`config.mk`:
```
export PLATFORM = sky130hd
export DESIGN_NAME = fct_cordic
export DESIGN_NICKNAME = d
export VERILOG_FILES = /design/src/hdl/footprint_corner_transform_macros.svh /design/src/hdl/fct_pkg.sv /design/src/hdl/fct_cordic.sv
export SDC_FILE = /design/constraint.sdc
export NUM_CORES = 2
export LEC_CHECK = 0
export BUFFER_PORTS_ARGS = -buffer_cell sky130_fd_sc_hd__clkbuf_2
export CAP_MARGIN = 20
export CORE_AREA = 2 2 519 521
export DETAILED_ROUTE_END_ITERATION = 10
export DIE_AREA = 0 0 521 523
export SYNTH_ARGS = -nofsm -noshare
export SYNTH_HDL_FRONTEND = slang
export SYNTH_SLANG_ARGS = --single-unit
```
`constraint.sdc`:
```
create_clock -name clk -period 6.1 [get_ports clk]
set_input_delay 0.305 -clock clk [delete_from_list [all_inputs] [get_ports clk]]
set_output_delay 0.305 -clock clk [all_outputs]
set_load 0.005 [all_outputs]
```
`src/hdl/footprint_corner_transform_macros.svh`:
```
// ---------------------------------------------------------------------------
// footprint corner transform assertion macros
// shared property forms for the pipeline checks
// ---------------------------------------------------------------------------
`ifndef FOOTPRINT_CORNER_TRANSFORM_MACROS_SVH
`define FOOTPRINT_CORNER_TRANSFORM_MACROS_SVH

// implication checked every clock outside reset
`define FCT_ASSERT_IMPL(label, lhs, rhs) \
  label: assert property (@(posedge clk) disable iff (rst) (lhs) |-> (rhs)) \
    else $error("assertion failed");

// next-cycle implication checked outside reset
`define FCT_ASSERT_NEXT(label, lhs, rhs) \
  label: assert property (@(posedge clk) disable iff (rst) (lhs) |=> (rhs)) \
    else $error("assertion failed");

`endif

```
`src/hdl/fct_pkg.sv`:
```
// ---------------------------------------------------------------------------
// fct_pkg
// shared constants and types of the footprint corner transform
// ---------------------------------------------------------------------------
package fct_pkg;

  localparam int CordicSteps = 16;
  localparam logic signed [15:0] PiQ13 = 16'sd25736;
  localparam logic signed [15:0] HalfPiQ13 = 16'sd12868;
  localparam logic signed [16:0] TwoPiQ13 = 17'sd51472;
  localparam logic signed [32:0] GainQ30 = 33'sd652032874;
  localparam logic signed [15:0] OneQ14 = 16'sd16384;

  localparam logic [1:0] RegFront = 2'd0;
  localparam logic [1:0] RegBack  = 2'd1;
  localparam logic [1:0] RegHalf  = 2'd2;

  function automatic logic signed [19:0] atan_q16(input logic [3:0] i);
    logic signed [19:0] r;
    begin
      case (i)
        4'd0: r = 20'sd51472;
        4'd1: r = 20'sd30385;
        4'd2: r = 20'sd16055;
        4'd3: r = 20'sd8150;
        4'd4: r = 20'sd4091;
        4'd5: r = 20'sd2047;
        4'd6: r = 20'sd1024;
        4'd7: r = 20'sd512;
        4'd8: r = 20'sd256;
        4'd9: r = 20'sd128;
        4'd10: r = 20'sd64;
        4'd11: r = 20'sd32;
        4'd12: r = 20'sd16;
        4'd13: r = 20'sd8;
        4'd14: r = 20'sd4;
        default: r = 20'sd2;
      endcase
      return r;
    end
  endfunction

  // center of one pose in flight alongside the angle pipeline
  typedef struct packed {
    logic signed [31:0] cx;
    logic signed [31:0] cy;
    logic signed [31:0] cz;
  } center_t;

  typedef struct packed {
    logic signed [15:0] sr;
    logic signed [15:0] cr;
    logic signed [15:0] sp;
    logic signed [15:0] cp;
    logic signed [15:0] sy;
    logic signed [15:0] cy;
  } trig_t;

endpackage

```
`src/hdl/fct_cordic.sv`:
```
// ---------------------------------------------------------------------------
// fct_cordic
// pipelined rotation cordic, one stage per step, sine and cosine in q14
// ---------------------------------------------------------------------------
module fct_cordic
  import fct_pkg::*;
(
  input  logic               clk,
  input  logic               rst,
  input  logic               in_valid,
  input  logic signed [15:0] angle,
  output logic               out_valid,
  output logic signed [15:0] sin_q14,
  output logic signed [15:0] cos_q14
);

  // 17 register stages: range fold, 16 steps
  logic               vld [CordicSteps+1];
  logic signed [32:0] xs  [CordicSteps+1];
  logic signed [32:0] ys  [CordicSteps+1];
  logic signed [19:0] zs  [CordicSteps+1];
  logic               ng  [CordicSteps+1];

  logic signed [16:0] a_wrap;
  logic signed [16:0] a_fold;
  logic               a_neg;

  always_comb begin
    a_wrap = 17'(angle);
    if (a_wrap > 17'(PiQ13)) begin
      a_wrap = a_wrap - TwoPiQ13;
    end else if (a_wrap < -17'(PiQ13)) begin
      a_wrap = a_wrap + TwoPiQ13;
    end
    a_fold = a_wrap;
    a_neg = 1'b0;
    if (a_wrap > 17'(HalfPiQ13)) begin
      a_fold = a_wrap - 17'(PiQ13);
      a_neg = 1'b1;
    end else if (a_wrap < -17'(HalfPiQ13)) begin
      a_fold = a_wrap + 17'(PiQ13);
      a_neg = 1'b1;
    end
  end

  always_ff @(posedge clk) begin
    if (rst) begin
      vld[0] <= 1'b0;
    end else begin
      vld[0] <= in_valid;
    end
    xs[0] <= GainQ30;
    ys[0] <= '0;
    zs[0] <= {a_fold, 3'b000};
    ng[0] <= a_neg;
  end

  for (genvar i = 0; i < CordicSteps; i++) begin : g_step
    always_ff @(posedge clk) begin
      if (rst) begin
        vld[i+1] <= 1'b0;
      end else begin
        vld[i+1] <= vld[i];
      end
      if (zs[i] >= 0) begin
        xs[i+1] <= xs[i] - (ys[i] >>> i);
        ys[i+1] <= ys[i] + (xs[i] >>> i);
        zs[i+1] <= zs[i] - atan_q16(4'(i));
      end else begin
        xs[i+1] <= xs[i] + (ys[i] >>> i);
        ys[i+1] <= ys[i] - (xs[i] >>> i);
        zs[i+1] <= zs[i] + atan_q16(4'(i));
      end
      ng[i+1] <= ng[i];
    end
  end

  logic signed [32:0] xr;
  logic signed [32:0] yr;
  logic signed [16:0] cq;
  logic signed [16:0] sq;

  always_comb begin
    xr = (xs[CordicSteps] + 33'sd32768) >>> 16;
    yr = (ys[CordicSteps] + 33'sd32768) >>> 16;
    cq = 17'(xr);
    sq = 17'(yr);
    if (xr > 33'(OneQ14)) cq = 17'(OneQ14);
    if (xr < -33'(OneQ14)) cq = -17'(OneQ14);
    if (yr > 33'(OneQ14)) sq = 17'(OneQ14);
    if (yr < -33'(OneQ14)) sq = -17'(OneQ14);
    if (ng[CordicSteps]) begin
      cq = -cq;
      sq = -sq;
    end
  end

  assign out_valid = vld[CordicSteps];
  assign cos_q14 = 16'(cq);
  assign sin_q14 = 16'(sq);

endmodule

```
==> impl_results.md <==
- Worst Setup End Kind: output pin
- Area growth syn-to-layout: 10.2%
- Simple-gate portion of the synthesized area: 0.158
- Sequential cell area fraction in the yosys report: 0.270
- Upper clock frequency limit: 0.176 GHz
- Maximum capacitance violations: 0
- Status: finished, final reports clean
- Detailed-routing iteration count for the pre-antenna-repair pass: 6
- Clock root cell: sky130_fd_sc_hd__clkbuf_16
- Fin. max-slew vios: 0
- Worst endpoint data arrival time: 5.37 ns
- Number of antenna cells inserted: 0
- Type of the worst min-delay path: input pin to flip-flop
- Post-layout min period: 5.67 ns
- Via count of the first global-routing pass: 73200
- Count of nets after finishing: 12300
- Ordered list of cells on the worst path: and4_1, nand4_1, mux2_1, nor3_1, a31oi_1, nor4b_2, o211ai_1, or3_1, inv_2, nand2_1, ha_1, nand2b_1, and2_1, a221oi_1, clkbuf_2
- Average instance area after synthesis: 8.43 um^2
- Die Width: 521 um
- Final standard cell area without fillers: 0.102 mm^2
- Starting Density: 0.348
- Worst-path cell with the longest stage delay: sky130_fd_sc_hd__or3_1
- Number of distinct library cells after synthesis: 99
- Antenna violation net count after detailed routing: 0
- Setup Skew: 0.0806 ns
- Final weighted congestion in routability-driven placement: 0.926
- Post-synthesis instance area: 0.0929 mm^2
- Clock insertion delay at the later pin of the skew report: 0.83 ns
- Number of warnings printed during yosys synthesis: 0
- Worst Setup Path Type: flip-flop to output pin
- Multi-input gate area in the final layout: 0.0651 mm^2
- Startpoint of the most critical hold path: angle[15]
- Relative slew slack: 0.266
- Post-synth EDFFs: 0
- Clk sinks: 1251
- Worst-margin pin slew: 1.09 ns
- Final wirelength: 252000 um
- Number of cells produced by synthesis: 11000
- Fraction of layout cells with a size suffix above 1: 0.0425
- Multiplexer share of the synthesized area: 0.00848
- FFs w/ async S/R, synth: 0
- Hold slack: 0.0864 ns
- Die Y: 523 um
- Compound-cell area share of the yosys netlist: 0.218
- Flops & latches, synth: 1251
- Fraction of the mapped netlist area in adder cells: 0.164
- Setup repair after global routing missed its margin: false
- Number of DRC violations after detailed-routing iteration 0: 4397
- Row cnt: 190
- Total global-route track usage: 0.179
- Post-Layout Cell Count: 14700
- Endpoints failing hold: 0
- Critical register-to-register path startpoint: zs[9][19]
- # IOs: 52
- Post-detailed-route wirelength per cell: 17.1 um
- Synth Net Count: 12200
- Ys flop type: sky130_fd_sc_hd__dfxtp_1
- Die footprint: 0.272 mm^2
- DR vias: 77200
- Main combinational cell family by area after synthesis: compound AO/OA/AOI/OAI gates
- Number of CTS-inserted buffers: 152
- Crit share post-route: 0.930
- Placed Instance Area: 0.0973 mm^2
- Startpoint type of the worst setup path: flip-flop
- Gr ovfl total: 0
- First-pass GRT wire length: 399000 um
- Initial antenna violation count: 3
- Setup TNS: 0 ns
- Htree depth: 4
- Filler cell count: 27300
- Detailed placement HPWL: 207000 um
- Post-synthesis share of cell area spent on xor and xnor gates: 0.152
- Count of buffers inserted at the top-level ports: 51
- Data required time of the critical path: 5.79 ns
- Maximum number of pins on one net before global-route repair: 70
- Delay of the slowest cell on the worst path: 0.64 ns
- Sequential cell area: 0.0250 mm^2
- Placeable core region: 0.267 mm^2
- Routed via count divided by cell count: 5.24
- Post-detailed-route DRC marker count: 0
- Maximum count of clock buffers along a single path: 4
- TritonCTS clock tree: done
- Origin of the worst setup path: xs[16][22]
- Final setup vio count: 0
- Reg clk slew, reported paths: 0.06 ns
- Max FO, Critical Path: 17
- Post-placement cell count: 14500
[sequential cells by signal, indices dropped and copies added (netlist names)]
register,count
ng,17
vld,17
ys,480
zs,281
xs,456
[cells in the final DEF, fill, tap and decap left out, types with 111 or more instances in the layout]
cell                        netlist  routed
sky130_fd_sc_hd__clkbuf_16        0     155
sky130_fd_sc_hd__o21ai_0        631     631
sky130_fd_sc_hd__nor3_1         235     234
sky130_fd_sc_hd__nand3_1        217     217
sky130_fd_sc_hd__o31ai_1        180     180
sky130_fd_sc_hd__nor2b_1        183     183
sky130_fd_sc_hd__nor4_1         116     116
sky130_fd_sc_hd__or3_1          122     122
sky130_fd_sc_hd__ha_1          1156    1156
sky130_fd_sc_hd__o21a_1         194     194
sky130_fd_sc_hd__xor2_1         570     570
sky130_fd_sc_hd__nor2_1         850     840
sky130_fd_sc_hd__inv_1          535     535
sky130_fd_sc_hd__xnor2_1       1038    1038
sky130_fd_sc_hd__o21bai_1       111     111
sky130_fd_sc_hd__a21o_1         393     393
sky130_fd_sc_hd__dfxtp_1       1251    1249
sky130_fd_sc_hd__nand2b_1       184     184
sky130_fd_sc_hd__nand2_1        686     686
sky130_fd_sc_hd__a21oi_1        914     914
[path summary, 6_finish.rpt]
check          endpoint  slack (ns)  depth (start not counted)
max          cos_q14[6]        0.43                         15
max reg2reg  xs[10][32]        0.49                         20
min           zs[0][18]        0.09                          5
min reg2reg       ng[7]        0.28                          0
[metal layers]
layer	GRT usage	vias up	share of wire
met5	0	-	0
met4	0.0676	0	0.039
met3	0.0178	436	0.031
met2	0.323	1332	0.49
met1	0.220	35700	0.44
li1	-	39800	-
[layout make-up]
class,count,area share
Inverter,543,0.0199
Tap cell,3552,0.0434
Timing Repair Buffer,115,0.00740
Multi-Input combinational cell,9029,0.636
Sequential cell,1251,0.245
Clock inverter,66,0.00804
Clock buffer,191,0.0408
[worst max-delay path: cells and delay by family, from the launching register on]
kind,cells,cell delay [ns]
adder cells (fa/ha/maj),1,0.31
buffers and inverters,2,0.36
AO/OA/AOI/OAI,3,0.61
AND/OR/NAND/NOR,8,2.33
flip-flops,1,0.56
multiplexers,1,0.39
[cell families after synthesis]
| family | count (synthesis) |
|---|---|
| AOI/OAI and AO/OA | 3149 |
| and+or+nand+nor | 2997 |
| xor gates and xnor gates | 1611 |
| DFF | 1251 |
| adders and majority gates | 1195 |
| buffers and inverters | 735 |
| muxes | 77 |
[stage by stage]
step | setup WS, ns | util
global placement | 0.374 | 0.365
floorplan | 0.866 | -
finish | 0.430 | 0.384
CTS | 0.129 | 0.384
global route | 0.00356 | 0.384
detailed placement | 0.542 | 0.365
[synth_stat cells, types with 20 or more instances]
library cell / count / share of area
sky130_fd_sc_hd__dfxtp_1: 1251 / 0.27
sky130_fd_sc_hd__ha_1: 1156 / 0.16
sky130_fd_sc_hd__xnor2_1: 1038 / 0.098
sky130_fd_sc_hd__a21oi_1: 914 / 0.049
sky130_fd_sc_hd__nor2_1: 850 / 0.034
sky130_fd_sc_hd__nand2_1: 686 / 0.028
sky130_fd_sc_hd__o21ai_0: 631 / 0.034
sky130_fd_sc_hd__xor2_1: 570 / 0.054
sky130_fd_sc_hd__inv_1: 535 / 0.022
sky130_fd_sc_hd__a21o_1: 393 / 0.032
sky130_fd_sc_hd__nor3_1: 235 / 0.013
sky130_fd_sc_hd__nand3_1: 217 / 0.012
sky130_fd_sc_hd__o21a_1: 194 / 0.016
sky130_fd_sc_hd__nand2b_1: 184 / 0.012
sky130_fd_sc_hd__nor2b_1: 183 / 0.012
sky130_fd_sc_hd__o31ai_1: 180 / 0.015
sky130_fd_sc_hd__clkbuf_1: 155 / 0.0063
sky130_fd_sc_hd__or3_1: 122 / 0.0082
sky130_fd_sc_hd__nor4_1: 116 / 0.0078
sky130_fd_sc_hd__o21bai_1: 111 / 0.0090
sky130_fd_sc_hd__a211oi_1: 83 / 0.0067
sky130_fd_sc_hd__o41ai_1: 83 / 0.0078
sky130_fd_sc_hd__and3_1: 75 / 0.0051
sky130_fd_sc_hd__a31oi_1: 69 / 0.0046
sky130_fd_sc_hd__or4_1: 69 / 0.0056
sky130_fd_sc_hd__mux2i_1: 63 / 0.0068
sky130_fd_sc_hd__a21boi_0: 61 / 0.0049
sky130_fd_sc_hd__o211ai_1: 61 / 0.0049
sky130_fd_sc_hd__nand4_1: 56 / 0.0038
sky130_fd_sc_hd__and2_1: 53 / 0.0036
sky130_fd_sc_hd__or2_2: 47 / 0.0032
sky130_fd_sc_hd__fa_1: 39 / 0.0084
sky130_fd_sc_hd__a31o_2: 30 / 0.0028
sky130_fd_sc_hd__o21ai_1: 29 / 0.0016
sky130_fd_sc_hd__buf_1: 26 / 0.0011
sky130_fd_sc_hd__a211o_1: 24 / 0.0023
sky130_fd_sc_hd__a221oi_1: 24 / 0.0023
sky130_fd_sc_hd__o31a_1: 24 / 0.0023
sky130_fd_sc_hd__a41oi_1: 22 / 0.0021
sky130_fd_sc_hd__a311oi_1: 20 / 0.0019
sky130_fd_sc_hd__o2111ai_1: 20 / 0.0019
[repair_timing]
| action | 4_1_cts | 5_1_grt |
|---|---|---|
| setup buffers | 0 | 0 |
| gates resized for setup | 0 | 2 |
| hold endpoints to repair | 24 | 0 |
| hold buffers | 9 | 0 |
| setup endpoints to repair | 0 | 3 |
Power is left out: the tool's default activity adds up to more than one toggle a clock period on the data nets, which glitch-free logic cannot reach.
